### src/nstg_pkg.sv
// Shared types and constants for the note stepper tone generator.
// Holds the transaction structs, function codes and the note ROM contents.
// No dependencies.
package nstg_pkg;

    // Input transaction: function code and note number
    typedef struct packed {
        logic [1:0] func;
        logic [7:0] note_code;
    } in_item_t;

    // Result transaction: line levels and status
    typedef struct packed {
        logic step_level;
        logic enable_n;
        logic playing;
        logic bad_note;
    } out_item_t;

    // Function codes carried in the func field
    typedef enum logic [1:0] {
        FUNC_TICK      = 2'd0,
        FUNC_NOTE      = 2'd1,
        FUNC_MALFORMED = 2'd2,
        FUNC_UNUSED    = 2'd3
    } func_t;

    localparam int          ROM_SIZE    = 88;
    localparam int          ROM_AW      = $clog2(ROM_SIZE);
    localparam logic [7:0]  FIRST_NOTE  = 8'd21;
    localparam logic [7:0]  STOP_CODE   = 8'hFF;
    localparam logic [7:0]  SCALE_RESET = 8'd40;
    localparam int          DUR_W       = 11;
    localparam int          PROD_W      = DUR_W + 8;

    // Half period per note, in 500 ns ticks
    localparam logic [15:0] HALF_ROM [ROM_SIZE] = '{
        16'd36360, 16'd34320, 16'd32400, 16'd30580, 16'd28860, 16'd27240, 16'd25710,
        16'd24270, 16'd22910, 16'd21260, 16'd20410, 16'd19260, 16'd18180, 16'd17160,
        16'd16200, 16'd15290, 16'd14290, 16'd13620, 16'd12860, 16'd12130, 16'd11450,
        16'd10810, 16'd10200, 16'd9631,  16'd9091,  16'd8581,  16'd8099,  16'd7645,
        16'd7216,  16'd6811,  16'd6428,  16'd6068,  16'd5727,  16'd5405,  16'd5102,
        16'd4816,  16'd4545,  16'd4290,  16'd4050,  16'd3822,  16'd3608,  16'd3405,
        16'd3214,  16'd3034,  16'd2863,  16'd2703,  16'd2551,  16'd2408,  16'd2273,
        16'd2145,  16'd2025,  16'd1910,  16'd1804,  16'd1703,  16'd1607,  16'd1517,
        16'd1432,  16'd1351,  16'd1276,  16'd1204,  16'd1136,  16'd1073,  16'd1012,
        16'd955,   16'd902,   16'd851,   16'd803,   16'd758,   16'd715,   16'd675,
        16'd637,   16'd602,   16'd568,   16'd536,   16'd506,   16'd477,   16'd451,
        16'd425,   16'd401,   16'd379,   16'd358,   16'd337,   16'd318,   16'd301,
        16'd284,   16'd268,   16'd253,   16'd238
    };

    // Note duration in toggles before scaling
    localparam logic [DUR_W-1:0] DUR_ROM [ROM_SIZE] = '{
        11'd7,   11'd7,   11'd8,   11'd8,   11'd9,   11'd9,   11'd10,  11'd10,
        11'd11,  11'd12,  11'd12,  11'd13,  11'd14,  11'd15,  11'd15,  11'd16,
        11'd17,  11'd18,  11'd19,  11'd21,  11'd22,  11'd23,  11'd25,  11'd26,
        11'd27,  11'd30,  11'd31,  11'd33,  11'd35,  11'd37,  11'd39,  11'd41,
        11'd44,  11'd46,  11'd49,  11'd52,  11'd55,  11'd58,  11'd62,  11'd65,
        11'd69,  11'd73,  11'd78,  11'd82,  11'd87,  11'd92,  11'd98,  11'd104,
        11'd110, 11'd117, 11'd123, 11'd131, 11'd139, 11'd147, 11'd156, 11'd165,
        11'd175, 11'd185, 11'd196, 11'd208, 11'd220, 11'd233, 11'd247, 11'd262,
        11'd277, 11'd294, 11'd311, 11'd330, 11'd349, 11'd370, 11'd392, 11'd415,
        11'd440, 11'd466, 11'd494, 11'd523, 11'd554, 11'd587, 11'd622, 11'd659,
        11'd698, 11'd740, 11'd786, 11'd831, 11'd880, 11'd932, 11'd988, 11'd1046
    };

endpackage

### src/note_stepper_tone_generator_core.sv
// Top level of the note stepper tone generator.
// Holds the tone state, the note decode and the output skid stage.
// Depends on nstg_pkg.
//
// Usage:
//   The in channel (in_valid / in_stall / in_data) carries one transaction per
//   tick or note message; each accepted transaction produces exactly one result
//   on the out channel (out_valid / out_stall / out_data) with the step line,
//   enable line, running flag and bad-note flag after that transaction.
//   Results are registered. Throughput is one transaction per cycle while
//   in_stall is low; the per-item path is one ROM read plus one 11x8 multiply,
//   or one 16-bit increment and compare.
//   cfg_we / cfg_wdata write duration_scale; write it only while idle.
//   Reset (rst_n low, asynchronous) stops the tone, disables the motor, clears
//   the counters, sets the last note to the stop code and the scale to 40.
//   When the receiver stalls, the result holds in the output register and one
//   more transaction lands in the skid register; in_stall rises only while
//   the skid register is full.
module note_stepper_tone_generator_core
    import nstg_pkg::*;
#(
    parameter int NOTE_COUNT = 88
) (
    input  logic      clk,
    input  logic      rst_n,
    input  logic      cfg_we,
    input  logic [7:0] cfg_wdata,
    input  logic      in_valid,
    output logic      in_stall,
    input  in_item_t  in_data,
    output logic      out_valid,
    input  logic      out_stall,
    output out_item_t out_data
);

    localparam logic [7:0] NOTE_LIMIT = 8'(NOTE_COUNT);

    // Tone state
    logic [7:0]  scale_reg;
    logic [7:0]  last_note_reg,    last_note_next;
    logic        step_bit_reg,     step_bit_next;
    logic        enable_bar_reg,   enable_bar_next;
    logic        running_reg,      running_next;
    logic [15:0] hp_count_reg,     hp_count_next;
    logic [15:0] hp_len_reg,       hp_len_next;
    logic [15:0] toggle_count_reg, toggle_count_next;
    logic [15:0] toggle_limit_reg, toggle_limit_next;
    logic        bad_next;

    // Output and skid stage
    logic      out_valid_reg,  out_valid_next;
    out_item_t out_data_reg,   out_data_next;
    logic      skid_valid_reg, skid_valid_next;
    out_item_t skid_data_reg,  skid_data_next;

    logic      in_fire;
    logic      out_fire;
    out_item_t result;

    // Note decode
    logic [7:0]        note_idx;
    logic [ROM_AW-1:0] rom_idx;
    logic              note_ok;
    logic [PROD_W-1:0] product;
    logic [15:0]       limit_sat;
    logic [15:0]       hp_inc;
    logic [15:0]       toggle_inc;

    assign in_fire  = in_valid && !skid_valid_reg;
    assign out_fire = out_valid_reg && !out_stall;
    assign in_stall = skid_valid_reg;

    assign note_idx = in_data.note_code - FIRST_NOTE;
    assign rom_idx  = note_idx[ROM_AW-1:0];
    assign note_ok  = (in_data.note_code >= FIRST_NOTE) && (note_idx < NOTE_LIMIT)
                      && (note_idx < 8'(ROM_SIZE));

    // Scale the duration and saturate to 16 bits
    assign product   = PROD_W'(DUR_ROM[rom_idx]) * PROD_W'(scale_reg);
    assign limit_sat = (product[PROD_W-1:16] != '0) ? 16'hFFFF : product[15:0];

    assign hp_inc     = hp_count_reg + 16'd1;
    assign toggle_inc = toggle_count_reg + 16'd1;

    // Advance the tone state for one transaction
    always_comb
    begin
        last_note_next    = last_note_reg;
        step_bit_next     = step_bit_reg;
        enable_bar_next   = enable_bar_reg;
        running_next      = running_reg;
        hp_count_next     = hp_count_reg;
        hp_len_next       = hp_len_reg;
        toggle_count_next = toggle_count_reg;
        toggle_limit_next = toggle_limit_reg;
        bad_next          = 1'b0;
        unique case (func_t'(in_data.func))
            FUNC_TICK:
            begin
                if (running_reg)
                begin
                    if (hp_inc < hp_len_reg)
                    begin
                        hp_count_next = hp_inc;
                    end
                    else
                    begin
                        hp_count_next     = '0;
                        step_bit_next     = !step_bit_reg;
                        toggle_count_next = toggle_inc;
                        if (toggle_inc == toggle_limit_reg)
                        begin
                            running_next    = 1'b0;
                            enable_bar_next = 1'b1;
                        end
                    end
                end
            end
            FUNC_NOTE:
            begin
                toggle_count_next = '0;
                last_note_next    = in_data.note_code;
                if (in_data.note_code != last_note_reg)
                begin
                    running_next    = 1'b0;
                    enable_bar_next = 1'b1;
                end
                if (in_data.note_code == STOP_CODE)
                begin
                    running_next    = 1'b0;
                    enable_bar_next = 1'b1;
                end
                else if (!note_ok)
                begin
                    running_next    = 1'b0;
                    enable_bar_next = 1'b1;
                    bad_next        = 1'b1;
                end
                else
                begin
                    toggle_limit_next = limit_sat;
                    hp_len_next       = HALF_ROM[rom_idx];
                    hp_count_next     = '0;
                    enable_bar_next   = 1'b0;
                    running_next      = 1'b1;
                end
            end
            FUNC_MALFORMED, FUNC_UNUSED:
            begin
                // drop: no effect
            end
            default:
            begin
            end
        endcase
    end

    assign result.step_level = step_bit_next;
    assign result.enable_n   = enable_bar_next;
    assign result.playing    = running_next;
    assign result.bad_note   = bad_next;

    // Route the result into the output register or the skid register
    always_comb
    begin
        out_valid_next  = out_valid_reg;
        out_data_next   = out_data_reg;
        skid_valid_next = skid_valid_reg;
        skid_data_next  = skid_data_reg;
        if (out_fire || !out_valid_reg)
        begin
            if (skid_valid_reg)
            begin
                out_valid_next  = 1'b1;
                out_data_next   = skid_data_reg;
                skid_valid_next = 1'b0;
            end
            else if (in_fire)
            begin
                out_valid_next = 1'b1;
                out_data_next  = result;
            end
            else
            begin
                out_valid_next = 1'b0;
            end
        end
        else if (in_fire)
        begin
            skid_valid_next = 1'b1;
            skid_data_next  = result;
        end
    end

    // Hold the configuration register
    always_ff @(posedge clk or negedge rst_n)
    begin
        if (!rst_n)
        begin
            scale_reg <= SCALE_RESET;
        end
        else if (cfg_we)
        begin
            scale_reg <= cfg_wdata;
        end
    end

    // Update the tone state on each accepted transaction
    always_ff @(posedge clk or negedge rst_n)
    begin
        if (!rst_n)
        begin
            last_note_reg    <= STOP_CODE;
            step_bit_reg     <= 1'b0;
            enable_bar_reg   <= 1'b1;
            running_reg      <= 1'b0;
            hp_count_reg     <= '0;
            hp_len_reg       <= '0;
            toggle_count_reg <= '0;
            toggle_limit_reg <= '0;
        end
        else if (in_fire)
        begin
            last_note_reg    <= last_note_next;
            step_bit_reg     <= step_bit_next;
            enable_bar_reg   <= enable_bar_next;
            running_reg      <= running_next;
            hp_count_reg     <= hp_count_next;
            hp_len_reg       <= hp_len_next;
            toggle_count_reg <= toggle_count_next;
            toggle_limit_reg <= toggle_limit_next;
        end
    end

    // Hold the output valid flags
    always_ff @(posedge clk or negedge rst_n)
    begin
        if (!rst_n)
        begin
            out_valid_reg  <= 1'b0;
            skid_valid_reg <= 1'b0;
        end
        else
        begin
            out_valid_reg  <= out_valid_next;
            skid_valid_reg <= skid_valid_next;
        end
    end

    // Hold the output payloads
    always_ff @(posedge clk)
    begin
        out_data_reg  <= out_data_next;
        skid_data_reg <= skid_data_next;
    end

    assign out_valid = out_valid_reg;
    assign out_data  = out_data_reg;

endmodule

### config.mk
export PLATFORM = sky130hd
export DESIGN_NAME = note_stepper_tone_generator_core
export DESIGN_NICKNAME = d
export VERILOG_FILES = /design/src/nstg_pkg.sv /design/src/note_stepper_tone_generator_core.sv
export SDC_FILE = /design/constraint.sdc
export NUM_CORES = 1
export LEC_CHECK = 0
export ABC_AREA = 1
export BUFFER_PORTS_ARGS = -buffer_cell sky130_fd_sc_hd__buf_4
export CAP_MARGIN = 20
export CORE_MARGIN = 10
export CORE_UTILIZATION = 52
export DETAILED_ROUTE_END_ITERATION = 7
export HOLD_SLACK_MARGIN = 0.03
export PLACE_DENSITY_LB_ADDON = 0.2
export SLEW_MARGIN = 20
export SYNTH_ARGS = -nofsm -noshare
export SYNTH_HDL_FRONTEND = slang
export SYNTH_SLANG_ARGS = --single-unit
### constraint.sdc
create_clock -name clk -period 14 [get_ports clk]
set_input_delay 1.4 -clock clk [delete_from_list [all_inputs] [get_ports clk]]
set_output_delay 1.4 -clock clk [all_outputs]
set_load 0.03 [all_outputs]
==> results.cfg, run 1 <==
[synthesis]
syn_area_mm2 = 0.009674
synth_top_family_by_area = simple AND/OR/NAND/NOR gates
synth_compound_area_share_pct = 15.68
async_flop_share_pct = 90.59
syn_area_per_cell_um2 = 6.886
synthTopCellsByArea = dfrtp_1 19%, nand2_1 12%, fa_1 11%, ha_1 10%, inv_1 8.4%
synth-xor-area-share_pct = 2.975
synth-edff-count = 8
syn_inst = 1405
yosys-top-cells-count = 319 x nand2_1, 216 x inv_1, 174 x nor2_1, 103 x o21ai_0, 78 x nand3_1
synth_area_leader_cell = dfrtp_1
ys_seq_elements = 85
yosysSeqAreaShare_pct = 22.44
yosysUniqueCellTypes = 53
synth_fp_nets = 1559
synthSimpleGateAreaFrac_pct = 26.64
yosys_warnings = 0
synth.most_common_cell = nand2_1
yosysTopAreaCellShare_pct = 19.14
synth_ff_type = dfrtp_1
synth_fa_ha_area_share_pct = 21.13
synthMuxAreaShare_pct = 0.1035

[clock_network]
clockRootBuffer = clkbuf_16
cts_made_buffers = 9
cts_resized = 0
clk_latency_ns = 0.34
h-tree-depth = 3
clkTransAtPathRegs_ns = 0.06
cts_num_sinks = 85
post-cts-setup-buffers = 0
cts_tree = built
clockBufferDepth = 2
cts_hold_buf = 0

[critical_path]
worstReg2RegStart = scale_reg[3]
crit_arrival_ns = 9.28
cp_max_fo = 26
max_stage_delay_ns = 0.84
crit_required_ns = 14.22
cp-end-kind = flip-flop
slowest_stage = ha_1
critPathKind = input port to flip-flop
cpMostUsedCell = nand2_1
crit_path_start = in_data[0]
critPathLaunchType = input port

[drt]
drt_iter0_markers = 768
wl_met2_mm = 12.53
wl_per_cell_um = 17.53
firstDrtPassIters = 5
met3_length_mm = 1.914
top_layer = met4
drc = 0
wl_mm = 28.77
viasPerCell = 5.651
postRouteAntennaNets = 0
wl_met1_mm = 13.60
vias = 9273

[global_routing]
grt_usage_pct = 23.84
grt_overflow = 0
grt_max_degree = 70
antenna_found_initial = 0
grt_pass1_vias = 8963
grt_pass1_wl_mm = 47.29

[cells_and_area]
area_growth_syn_to_layout_pct = 6.739
stdcell_area_mm2 = 0.01033
layout-drive-gt1-share_pct = 5.807
fin_nets = 1561
antenna_cells = 0

[power_and_ir_drop]
sw_frac_of_total_pct = 47.41
power.density_mw_per_mm2 = 152.0
comb_power_share_pct = 61.4
p_seq_share_pct = 22.0
power.net_switching_w = 0.0007442
p_leak_nw = 5.279
power_w = 0.001570
intPower_w = 0.0008254
clockPowerShare_pct = 16.6
irDropWorstVdd_mv = 0.1282

[worst_hold_path]
min_from = enable_bar_reg
worstHoldPathType = flip-flop to flip-flop

[run]
cap_violations = 0

[placed_design]
placed_area_mm2 = 0.009998
dp_hpwl_mm = 22.19
post-place-ws_ns = 4.713
io_buffers = 28
place_congestion = 0.9686

[timing]
max_freq_ghz = 0.1104
period_needed_ns = 9.056
setup_ws_ns = 4.944
final_hold_viol_count = 0
setup_tns_ns = 0
clock_skew_ns = 0.009257
slew-limit-headroom_pct = 25.50
finalCritPeriodShare_pct = 64.68
worst_pin_slew_ns = 1.103
finalMaxSlewViolations = 0
rsz0062_at_grt = false
finalSetupViolCount = 0

[die]
dieArea_mm2 = 0.02446
rows = 49
io_pins = 29
initial_core_util_pct = 53.31
core_mm2 = 0.01815
dieHeight_um = 156.4
die_w_um = 156.4

[status]
status = finished clean
-- kinds of logic (layout without fill, tap and decap cells) --
family	count (synthesis)	count (layout)
buf+inv	271	278
flops	85	85
mux	1	1
fa+ha+maj	131	131
xor+xnor	32	32
compound gates	260	260
simple gates	625	625
-- worst paths after layout --
check / end / slack, ns / cells after the start
worst min register to register: enable_bar_reg / 0.48 / 2
worst max-delay path: toggle_limit_reg[1] / 4.94 / 34
min in group asynchronous: scale_reg[1] / 0.88 / 1
max in group asynchronous: toggle_limit_reg[9] / 12.00 / 2
worst max register to register: toggle_limit_reg[1] / 8.84 / 18
worst min-delay path: enable_bar_reg / 0.48 / 2
-- final cells by class --
cell class	instances	area (µm²)
inverters	230	864.6
flip-flops and latches	85	2171
repair buffers	32	240.2
clock inverters	5	63.81
fillers	1788	7821
multi-input cells	1049	6436
clock buffers	11	264.0
well taps	229	286.5
-- power groups by stage --
stage	clock, W	sequential (W)	combinational, W
floorplan	0	0.000343	0.000748
finish	0.000261	0.000346	0.000963
CTS	0.000264	0.000345	0.000963
global placement	0	0.000347	0.000947
global route	0.000274	0.000353	0.00111
detailed placement	0	0.000349	0.000955
-- cells in the final DEF, fill, tap and decap left out, types with 2 or more instances in the layout --
cell       synthesis  routed
ha_1              77      77
o21ai_1           11      11
and2_1             6       6
nand4_1           17      17
xor2_1            21      21
a21o_1             2       2
clkbuf_16          0      10
nand3_1           78      78
buf_4              4      32
nor3_1            13      13
nor2_1           174     174
o221ai_1           4       4
edfxtp_1           8       8
a21oi_1           55      55
o21a_1             3       3
nor4_1             2       2
o311ai_1           2       2
inv_6              0       2
dfstp_2            3       3
a21oi_2            5       5
clkinv_1           5       5
o31ai_1            5       5
nand2_1          319     319
o211ai_1          15      15
dfrtp_1           74      74
fa_1              54      54
nor2_2             2       2
a22oi_1            9       9
nand3_2            2       2
o21ai_2            2       2
o21bai_1           2       2
nand3b_1           2       2
xnor2_1           10      10
inv_2              8       8
o21ai_0          103     103
a31oi_1            5       5
or2_2              4       4
nand2_2            4       4
o22ai_1           31      31
inv_1            216     216
-- routing by layer --
layer  vias up  GRT usage, %
met4         0         7.461
met1      4360         34.04
met5         -             0
met3        42         3.838
li1       4551             -
met2       320         36.12
-- critical path: cells and delay by family --
family / cells / cell delay (ns)
xor gates and xnor gates: 1 / 0.16
buffers and inverters: 8 / 1.36
adders and majority gates: 8 / 4.15
and+or+nand+nor: 13 / 1.50
AOI/OAI and AO/OA: 4 / 0.68
-- metrics by stage --
stage,hold slack [ns],util [%],instances
CTS,0.4807,56.90,1641
global route,0.4904,56.90,1641
floorplan,0.4460,-,1405
detailed placement,0.4687,55.10,1625
global placement,0.4576,55.10,1625
finish,0.4768,56.90,1641
No activity file was read; power rests on OpenSTA's default activity.
==> run 2: changes to the inputs <==
Clock period 14 ns to 8.9 ns, I/O delays scaled along.
==> run 2 against run 1 <==
Compared with the run above:
- first-iteration DRC count increased by 20%
- design area is 0.41% higher
- sequential power up 57%
- critical path depth shrank 4
- count of clock-buffer cells in the layout did not move
- clock power rose by 51%
- critical path type unchanged
==> results.cfg, run 2 (synthesis gave the netlist of run 1 again) <==
[run]
cap_violations = 0

[cells_and_area]
antenna_cells = 0
layout-drive-gt1-share_pct = 6.202
area_growth_syn_to_layout_pct = 7.178
fin_nets = 1569
final_common_cell = nand2_1
layout_common_cells = 319 x nand2_1, 216 x inv_1, 174 x nor2_1

[power_and_ir_drop]
power.net_switching_w = 0.001156
power.density_mw_per_mm2 = 235.9
clockPowerShare_pct = 16.2
p_seq_share_pct = 22.1
irDropWorstVdd_mv = 0.1478
intPower_w = 0.001290
sw_frac_of_total_pct = 47.26
comb_power_share_pct = 61.7
p_leak_nw = 5.310

[global_routing]
grt_overflow = 0
grt_max_degree = 70
grt_pass1_vias = 8854
grt_pass1_wl_mm = 45.24
antenna_found_initial = 0
grt_usage_pct = 22.66

[clock_network]
cts_resized = 0
h-tree-depth = 3
cts_made_buffers = 9
post-cts-setup-buffers = 0
clockRootBuffer = clkbuf_16
clk_latency_ns = 0.35
cts_tree = built
cts_hold_buf = 0
clockBufferDepth = 2
clkTransAtPathRegs_ns = 0.06
cts_num_sinks = 85

[worst_hold_path]
worstHoldPathType = input port to asynchronous set/reset pin

[placed_design]
io_buffers = 28
place_congestion = 1.045
post-place-ws_ns = 0.7750
dp_hpwl_mm = 20.98

[critical_path]
reg2reg_depth = 18
critPathLaunchType = input port
cp-end-kind = flip-flop
crit_arrival_ns = 8.13
critPathKind = input port to flip-flop
worstReg2RegStart = scale_reg[5]
slowest_stage = fa_1
cpMostUsedCell = inv_1
crit_path_start = in_data[0]
max_stage_delay_ns = 0.55
r2r_slack_ns = 3.74
r2r_end = toggle_limit_reg[1]
crit_required_ns = 9.13
cp_max_fo = 16

[timing]
period_needed_ns = 7.902
finalCritPeriodShare_pct = 88.78
clock_skew_ns = 0.01413
setup_ws_ns = 0.9983
finalSetupViolCount = 0
final_hold_viol_count = 0
max_freq_ghz = 0.1266
finalMaxSlewViolations = 0
setup_tns_ns = 0
worst_pin_slew_ns = 0.9694
rsz0062_at_grt = false
slew-limit-headroom_pct = 34.53

[die]
die_w_um = 156.4
dieArea_mm2 = 0.02446
io_pins = 29
rows = 49
dieHeight_um = 156.4
initial_core_util_pct = 53.31
core_mm2 = 0.01815

[drt]
viasPerCell = 5.576
drc = 0
wl_per_cell_um = 16.38
vias = 9190
wl_mm = 27.00
postRouteAntennaNets = 0
firstDrtPassIters = 6
drt_iter0_markers = 924

[status]
status = finished clean
[run 2: cell count changes in the layout (fill, tap and decap cells not counted)]
cell        delta
buf_4          +8
clkbuf_1       +1
clkbuf_8       -1
clkinv_4       +2
clkinvlp_4     -1
inv_6          -2
[run 2: power groups by stage]
stage,combinational (W),clock [W],sequential (W)
2_1_floorplan,0.00118,0,0.000539
3_3_place_gp,0.00149,0,0.000546
3_5_place_dp,0.00150,0,0.000547
4_1_cts,0.00151,0.000400,0.000541
5_1_grt,0.00175,0.000413,0.000554
6_report,0.00151,0.000395,0.000542
[run 2: worst max-delay path by stage]
| stage | to | slack, ns | cells past startpoint |
|---|---|---|---|
| after floorplan | toggle_limit_reg[10] | 1.47 | 34 |
| after global placement | toggle_limit_reg[1] | 0.88 | 30 |
| after detailed placement | toggle_limit_reg[1] | 0.77 | 30 |
| after CTS | toggle_limit_reg[1] | 1.10 | 30 |
| after global routing | toggle_limit_reg[1] | 0.42 | 30 |
| final | toggle_limit_reg[1] | 1.0 | 30 |
[run 2: per-layer routing]
layer,track usage [%],vias up,routed length (µm)
met1,31.89,4177,12730
li1,-,4561,-
met4,8.809,0,912
met2,33.14,382,11290
met5,0,-,0
met3,4.962,70,2066
[run 2: worst max-delay path: cells and delay by family]
kind	cells	cell delay, ns
buffers and inverters	6	1.15
adder cells (fa/ha/maj)	8	3.59
XOR/XNOR	1	0.17
AO/OA/AOI/OAI	5	0.85
AND/OR/NAND/NOR	10	1.46
[run 2: layout make-up]
class,instances,area (µm²)
clock inverters,4,56.30
inverters,230,864.6
repair buffers,40,300.3
clock buffers,11,254.0
flip-flops and latches,85,2171
multi-input cells,1049,6436
well taps,229,286.5
fillers,1776,7779
[run 2: through the flow]
step / total power (W) / utilization, % / instances / hold WS [ns] / instance area (µm²)
2_1_floorplan: 0.001716 / - / 1405 / 0.4460 / 9674
3_3_place_gp: 0.002031 / 55.43 / 1633 / 0.4591 / 10060
3_5_place_dp: 0.002045 / 55.43 / 1633 / 0.4626 / 10060
4_1_cts: 0.002452 / 57.14 / 1648 / 0.3641 / 10370
5_1_grt: 0.002718 / 57.14 / 1648 / 0.3675 / 10370
6_report: 0.002446 / 57.14 / 1648 / 0.3701 / 10370
==> run 3: changes to the inputs <==
==> constraint.sdc (replaced) <==
create_clock -name clk -period 8.9 [get_ports clk]
set_input_delay 1.78 -clock clk [delete_from_list [all_inputs] [get_ports clk]]
set_output_delay 1.78 -clock clk [all_outputs]
set_load 0.03 [all_outputs]
==> run 3 against run 2 <==
Compared with the run above:
- utilization grew 0.34 points
- clock power shrank 5.8%
- critical path depth grew 3
- design area grew 0.59%
- final cell count grew 0.67%
- combinational power grew 3%
- critical path type unchanged
- hold slack gained 0.11 ns
- die area is the same
- clock skew shrank 0.0045 ns
- highest routed layer unchanged
- largest power group unchanged
- register-to-register slack gained 0.11 ns
- routed wire length grew 8.6%
- first-iteration DRC count shrank 12%
==> results.cfg, run 3 (synthesis gave the netlist of run 1 again) <==
[drt]
wl_per_cell_um = 17.68
vias = 9379
drc = 0
wl_mm = 29.33
drt_iter0_markers = 812
firstDrtPassIters = 5
viasPerCell = 5.653
postRouteAntennaNets = 0

[timing]
max_freq_ghz = 0.1207
finalCritPeriodShare_pct = 93.06
rsz0062_at_grt = false
worst_pin_slew_ns = 1.109
finalSetupViolCount = 0
final_hold_viol_count = 0
clock_skew_ns = 0.009583
slew-limit-headroom_pct = 25.08
setup_tns_ns = 0
period_needed_ns = 8.282
finalMaxSlewViolations = 0

[critical_path]
worstReg2RegStart = scale_reg[5]
worstSetupEndpoint = toggle_limit_reg[9]
reg2reg_depth = 18
r2r_end = toggle_limit_reg[9]
critPathBufInv = 9
crit_required_ns = 9.12
slowest_stage = fa_1
max_stage_delay_ns = 0.55
r2r_slack_ns = 3.85
cp_max_fo = 15
crit_path_start = in_data[0]
path_delay_family = adder cells
critPathKind = input port to flip-flop
cp-end-kind = flip-flop
critPathLaunchType = input port
crit_arrival_ns = 8.50
cp.depth = 33

[global_routing]
grt_pass1_vias = 9131
antenna_found_initial = 0
grt_overflow = 0
grt_pass1_wl_mm = 48.12
grt_usage_pct = 24.29
grt_max_degree = 70

[clock_network]
cts_made_buffers = 9
cts_num_sinks = 85
clockRootBuffer = clkbuf_16
cts_tree = built
h-tree-depth = 3
clockBufferDepth = 2
cts_hold_buf = 0
clk_latency_ns = 0.35
clkTransAtPathRegs_ns = 0.07

[die]
die_w_um = 156.4
core_mm2 = 0.01815
dieHeight_um = 156.4
io_pins = 29
rows = 49
dieArea_mm2 = 0.02446
initial_core_util_pct = 53.31

[power_and_ir_drop]
clockPowerShare_pct = 15.1
p_seq_share_pct = 22.0
irDropWorstVdd_mv = 0.1752
p_leak_nw = 5.342
sw_frac_of_total_pct = 48.54
power.density_mw_per_mm2 = 236.5
comb_power_share_pct = 62.9
power.net_switching_w = 0.001198
intPower_w = 0.001269

[cells_and_area]
layout_common_cells = 319 x nand2_1, 215 x inv_1, 173 x nor2_1
final_common_cell = nand2_1
layout-drive-gt1-share_pct = 7.273
antenna_cells = 0
fillers = 1764
ff_latch_area_mm2 = 0.002171
area_growth_syn_to_layout_pct = 7.812
multiInputGateArea_mm2 = 0.006445
final_util_pct = 57.47
fin_nets = 1579

[status]
status = finished clean

[worst_hold_path]
worstHoldPathType = flip-flop to flip-flop

[placed_design]
dp_hpwl_mm = 23.07
place_congestion = 1.032
io_buffers = 28

[run]
cap_violations = 0
-- run 3: how the worst min path moves through the flow --
stage	start	cells after the start	endpoint	slack, ns
CTS	enable_bar_reg	2	enable_bar_reg	0.48
global route	enable_bar_reg	2	enable_bar_reg	0.50
global placement	enable_bar_reg	2	enable_bar_reg	0.46
detailed placement	hp_len_reg[1]	2	hp_len_reg[1]	0.47
floorplan	enable_bar_reg	2	enable_bar_reg	0.45
finish	enable_bar_reg	2	enable_bar_reg	0.48
-- run 3: layout make-up --
cell class / instances / share of cell area (%)
clock buffers: 10 / 2.291
clock inverters: 6 / 0.4319
inverters: 230 / 8.325
multi-input cells: 1049 / 61.79
flip-flops and latches: 85 / 20.81
well taps: 229 / 2.747
repair buffers: 50 / 3.599
-- run 3: repair_timing --
item / 4_1_cts / 5_1_grt
endpoints found under the setup margin: 0 / 16
setup buffers: 0 / 0
resized for setup: 0 / 4
-- run 3: power by group through the flow --
stage	Clock (W)	Combinational (W)	Sequential, W
after detailed placement	0	0.00153	0.000550
after global placement	0	0.00152	0.000548
final	0.000372	0.00155	0.000543
after CTS	0.000379	0.00154	0.000543
after floorplan	0	0.00118	0.000539
after global routing	0.000395	0.00180	0.000554
-- run 3: layer usage --
metal | track usage (%) | up-vias | share of wire [%] | routed length, µm
met1 | 33.61 | 4353 | 46 | 13400
met3 | 5.400 | 65 | 8.1 | 2361
met2 | 36.44 | 379 | 43 | 12650
met5 | 0 | - | 0 | 0
li1 | - | 4582 | - | -
met4 | 8.764 | 0 | 3.1 | 918
-- run 3: per-stage QoR --
step,total power [W],hold slack [ns],std cells,area [µm²],setup slack [ns]
after floorplan,0.001716,0.4460,1405,9674,0.5811
after global placement,0.002067,0.4571,1643,10130,0.2582
after detailed placement,0.002084,0.4680,1643,10130,0.1470
after CTS,0.002466,0.4815,1659,10420,0.5091
after global routing,0.002752,0.5007,1659,10430,0.01196
final,0.002467,0.4778,1659,10430,0.6180
-- run 3: worst register-to-register path: cells and delay by family (launching register included) --
kind                       cells  cell delay [ns]
buffers and inverters          4             0.55
AOI/OAI and AO/OA              1             0.04
and+or+nand+nor                7             1.10
adders and majority gates      5             2.48
DFF                            1             0.58
xor gates and xnor gates       1             0.18
